===== config.mk =====
export PLATFORM = sky130hd
export DESIGN_NAME = ptlp_div_cell
export DESIGN_NICKNAME = d
export VERILOG_FILES = /design/src/hdl/ptlp_pkg.sv /design/src/hdl/ptlp_div_cell.sv
export SDC_FILE = /design/constraint.sdc
export NUM_CORES = 1
export LEC_CHECK = 0
export BUFFER_PORTS_ARGS = -buffer_cell sky130_fd_sc_hd__clkbuf_2
export CELL_PAD_IN_SITES_DETAIL_PLACEMENT = 1
export CELL_PAD_IN_SITES_GLOBAL_PLACEMENT = 1
export CORE_AREA = 2 2 288 290
export CTS_CLUSTER_SIZE = 25
export DETAILED_ROUTE_END_ITERATION = 16
export DIE_AREA = 0 0 290 292
export PLACE_DENSITY = 0.47
export REMOVE_ABC_BUFFERS = 1
export SYNTH_ARGS = -nofsm -noshare
export SYNTH_HDL_FRONTEND = slang
export SYNTH_SLANG_ARGS = --single-unit

===== constraint.sdc =====
create_clock -name clock -period 9.3 [get_ports clock]
set_input_delay 0 -clock clock [delete_from_list [all_inputs] [get_ports clock]]
set_output_delay 0 -clock clock [all_outputs]
set_load 0.05 [all_outputs]

===== src/hdl/ptlp_pkg.sv =====
// Shared constants, types and helpers for the point-to-line projection core.
// No dependencies; every other file in hdl imports this package.
`default_nettype none
package ptlp_pkg;

   localparam int COORD_WIDTH = 16;
   // Differences need one more bit than a coordinate.
   localparam int DIFF_WIDTH  = COORD_WIDTH + 1;
   // Dot products of two differences, plus one carry bit for the sum.
   localparam int DOT_WIDTH   = 2 * DIFF_WIDTH + 1;
   // Magnitude of the product |d| * |num|.
   localparam int PROD_WIDTH  = DIFF_WIDTH + DOT_WIDTH;
   // One divider cell per quotient bit.
   localparam int QUOT_WIDTH  = PROD_WIDTH;
   // Magnitude of the unsigned denominator.
   localparam int DEN_WIDTH   = 2 * DIFF_WIDTH;
   // Partial remainder width in a divider cell.
   localparam int REM_WIDTH   = DEN_WIDTH + 1;
   localparam int TDATA_BYTES = (6 * COORD_WIDTH + 7) / 8;
   localparam int RDATA_BYTES = (2 * COORD_WIDTH + 7) / 8;

   // Payload carried along the divider chain next to the two quotients.
   typedef struct packed {
      logic                          degen;
      logic                          neg_x;
      logic                          neg_y;
      logic signed [COORD_WIDTH-1:0] base_x;
      logic signed [COORD_WIDTH-1:0] base_y;
      logic signed [COORD_WIDTH-1:0] point_y;
   } side_type;

   // State of one lane of the restoring divider.
   typedef struct packed {
      logic [PROD_WIDTH-1:0] dividend;
      logic [REM_WIDTH-1:0]  remainder;
      logic [QUOT_WIDTH-1:0] quotient;
   } lane_type;

endpackage
`default_nettype wire


===== src/hdl/ptlp_div_cell.sv =====
// One step of the pipelined restoring divider: two lanes sharing a denominator.
// Depends on ptlp_pkg.
`default_nettype none
module ptlp_div_cell
   import ptlp_pkg::*;
(
   input  wire logic                 clock,
   input  wire logic                 reset,
   input  wire logic                 stall,
   input  wire logic                 valid_in,
   input  wire logic [DEN_WIDTH-1:0] den_in,
   input  wire lane_type             lane_x_in,
   input  wire lane_type             lane_y_in,
   input  wire side_type             side_in,
   output logic                      valid_out,
   output logic [DEN_WIDTH-1:0]      den_out,
   output lane_type                  lane_x_out,
   output lane_type                  lane_y_out,
   output side_type                  side_out
);

   logic     valid_ff;
   logic [DEN_WIDTH-1:0] den_ff;
   lane_type lane_x_ff, lane_y_ff, lane_x_in_c, lane_y_in_c;
   side_type side_ff;

   // Shift in the next dividend bit, then subtract the denominator if it fits.
   function automatic lane_type step(lane_type l, logic [DEN_WIDTH-1:0] den);
      lane_type r;
      logic [REM_WIDTH-1:0] trial;
      logic [REM_WIDTH:0]   diff;
      trial = {l.remainder[REM_WIDTH-2:0], l.dividend[PROD_WIDTH-1]};
      diff  = {1'b0, trial} - {2'b00, den};
      r.dividend = {l.dividend[PROD_WIDTH-2:0], 1'b0};
      if (!diff[REM_WIDTH]) begin
         r.remainder = diff[REM_WIDTH-1:0];
         r.quotient  = {l.quotient[QUOT_WIDTH-2:0], 1'b1};
      end else begin
         r.remainder = trial;
         r.quotient  = {l.quotient[QUOT_WIDTH-2:0], 1'b0};
      end
      return r;
   endfunction

   always_comb begin
      lane_x_in_c = step(lane_x_in, den_in);
      lane_y_in_c = step(lane_y_in, den_in);
   end

   // Control bit resets; payload just follows when not stalled.
   always_ff @(posedge clock) begin
      if (reset) begin
         valid_ff <= 1'b0;
      end else if (!stall) begin
         valid_ff <= valid_in;
      end
   end

   always_ff @(posedge clock) begin
      if (!stall) begin
         den_ff    <= den_in;
         lane_x_ff <= lane_x_in_c;
         lane_y_ff <= lane_y_in_c;
         side_ff   <= side_in;
      end
   end

   assign valid_out  = valid_ff;
   assign den_out    = den_ff;
   assign lane_x_out = lane_x_ff;
   assign lane_y_out = lane_y_ff;
   assign side_out   = side_ff;

endmodule
`default_nettype wire


==> qor.yml <==
timing:
  relSlewSlack: 0.1376
  min_period_over_period: 0.4799
  setup_viol: 0
  rsz0062_at_grt: "false"
  finalCriticalPeriod_ps: 4463
  max_slew.worst_pin.slew_ps: 1294
  clock.fmax_mhz: 224.1
  fin_skew_ps: 0
  setup_tns_ps: 0
  slew_viol_final: 0
  hold_viol_final: 0
  setup_slack_ps: 4837
  whs_ps: 36.20
clock_tree:
  cts_root_buffer: "clkbuf_16"
  cts_tree: "yes"
  cts_resized: 0
  cts.sinks: 362
  cts.clk_slew.worst_paths_ps: 60
  clk_latency_ps: 570
  cts.path.max_buffers: 3
  cts_buffers: 46
  htreeDepth: 2
placement:
  gp_congestion: 0.7914
  hpwlAfterDp_mm: 50.88
  io_buffers: 724
  placedCellCount: 2823
  place_worst_setup_slack_ps: 4984
synth:
  synthArstFlopShare: 0
  syn_area_per_cell_um2: 14.50
  synth_cell_types: 58
  synth_ff_type: "edfxtp_1"
  synth_area_mm2: 0.01524
  ys_warn_count: 0
  synth-seq-cells: 362
  synthCells: 1051
  synth-edff-count: 361
  synth_seq_area_share: 0.7128
power_and_ir_drop:
  switching_power_mw: 1.727
  p_clk_frac: 0.341
  peakVddDrop_mv: 0.1167
  p_sw_frac: 0.3369
  power.internal_mw: 3.400
  pwr-share-seq: 0.396
  p_leak_nw: 10.88
  p_per_area_mw_per_mm2: 202.2
  combPwrFrac: 0.263
floorplanning:
  dieArea_mm2: 0.08468
  start_util: 0.1868
  coreArea_mm2: 0.08158
  die_h_um: 292
  boundaryPins: 731
  num_rows: 105
  die_w_um: 290
grt:
  grt_start_max_net_pins: 171
  grt_pass1_wl_mm: 95.65
  antenna_found_initial: 8
  grt_overflow: 0
  grt_pass1_vias: 14530
  grtUsageTotal: 0.1491
drt:
  via_per_inst: 3.994
  totalWireLength_mm: 64.88
  firstDrtPassIters: 4
  wl_per_cell_um: 19.76
  drc: 0
  drt_iter0_drc: 461
  num_vias: 13110
  ant_nets: 0
setup_path:
  cp_max_fo: 14
  startpoint_type: "input port"
  critPathRequiredTime_ps: 9740
  crit_arrival_ps: 4910
  path_class: "input port to register"
  cp-end-kind: "register"
  critPathLaunch: "den_in[1]"
  reg2reg_depth: 3
  r2r_start: "valid_out"
final_layout:
  drive_gt1_frac: 0.3673
  final_common_cell: "clkbuf_2"
  final_cells: 3283
  area_delta_synth_final_pct: 66.40
  mostFrequentLayoutCells: "clkbuf_2, dlygate4sd3_1, edfxtp_1"
  nNetsFinal: 2610
  post-route-util: 0.3108
min_path:
  hold_start: "stall"
  hold_depth: 2
  hp-class: "input port to register"
run_status:
  status: "finished clean"
job:
  maxCapViolations: 0
## layout make-up
type	instances	area, µm²
Tap cell	1070	1339
Clock inverter	28	280.3
Inverter	55	214.0
Fill cell	9089	56230
Sequential cell	362	10860
Timing Repair Buffer	1102	7405
Clock buffer	55	1185
Antenna cell	5	12.51
Multi-Input combinational cell	606	4059
## through the flow
stage | power, mW | instance area (µm²)
final | 5.127 | 25350
after global routing | 5.342 | 25350
after CTS | 5.208 | 25340
after detailed placement | 3.281 | 20150
after global placement | 3.271 | 20150
after floorplan | 2.908 | 15120
## cell families (layout without fill, tap and decap cells)
family,count (synthesis),after routing,share of synthesized area
DFF,362,362,0.7128
AOI/OAI and AO/OA,273,273,0.1094
and+or+nand+nor,190,190,0.05551
buffers and inverters,84,1240,0.02127
adders and majority gates,70,70,0.05847
xor gates and xnor gates,60,60,0.03449
muxes,11,11,0.007883
other,1,7,0.0002461
## sequential cells by signal, summed over array words and instances (netlist names)
register,count
den_out,34
lane_y_out,138
valid_out,1
side_out,51
lane_x_out,138
## per-layer routing
layer	vias to the layer above	part of all wire	routed length (µm)	GRT usage
li1	6221	-	-	-
met1	6369	0.38	24870	0.1642
met2	407	0.53	34180	0.2788
met3	106	0.062	4017	0.03874
met4	8	0.027	1760	0.04548
met5	-	0.00077	50	0
## worst max-delay path, cell delays in order
cell and delay (ps):
dlygate4sd3_1 530, clkbuf_2 110, inv_1 200, ha_1 270
nor2b_1 150, o31ai_2 310, o2bb2ai_1 250, o211ai_1 180
a21oi_1 310, o21ai_1 150, o31a_1 320, a2111oi_4 760
nand2_1 140, dlygate4sd3_1 580, o21ai_0 80, dlygate4sd3_1 560
## path summary, 6_finish.rpt
path / to / slack (ps)
worst max-delay path: lane_x_out[85] / 4840
worst min-delay path: den_out[20] / 40
worst max register to register: valid_out / 8120
worst min register to register: valid_out / 1070
## cells in the mapped netlist (4+ instances only)
| library cell | n | share of area |
|---|---|---|
| o21ai_0 | 98 | 0.032 |
| inv_1 | 55 | 0.014 |
| xnor2_1 | 27 | 0.016 |
| nand3_1 | 15 | 0.0049 |
| edfxtp_1 | 361 | 0.71 |
| and2_1 | 4 | 0.0016 |
| a211o_1 | 5 | 0.0029 |
| nor2b_1 | 8 | 0.0033 |
| nand2b_1 | 5 | 0.0021 |
| a211oi_1 | 6 | 0.0030 |
| nand4_1 | 10 | 0.0041 |
| a21o_1 | 25 | 0.012 |
| and3_1 | 9 | 0.0037 |
| a21oi_1 | 74 | 0.024 |
| o21a_1 | 6 | 0.0030 |
| clkbuf_1 | 26 | 0.0064 |
| mux2_2 | 8 | 0.0059 |
| ha_1 | 68 | 0.056 |
| nor2_1 | 29 | 0.0071 |
| xor2_1 | 33 | 0.019 |
| a31oi_1 | 13 | 0.0053 |
| nand2_1 | 102 | 0.025 |
| o21bai_1 | 12 | 0.0059 |
## what timing repair did
item,CTS,global route
buffers inserted,0,0
endpoints found under the hold margin,361,0
hold buffers,372,0
## power by group through the flow
stage | sequential, mW | combinational (mW) | clock [mW]
2_1_floorplan | 2.63 | 0.283 | 0
6_report | 2.03 | 1.35 | 1.75
5_1_grt | 2.05 | 1.43 | 1.86
3_5_place_dp | 2.06 | 1.22 | 0
3_3_place_gp | 2.06 | 1.21 | 0
4_1_cts | 2.03 | 1.37 | 1.81
Note: power is estimated with default switching activity, not from simulation.
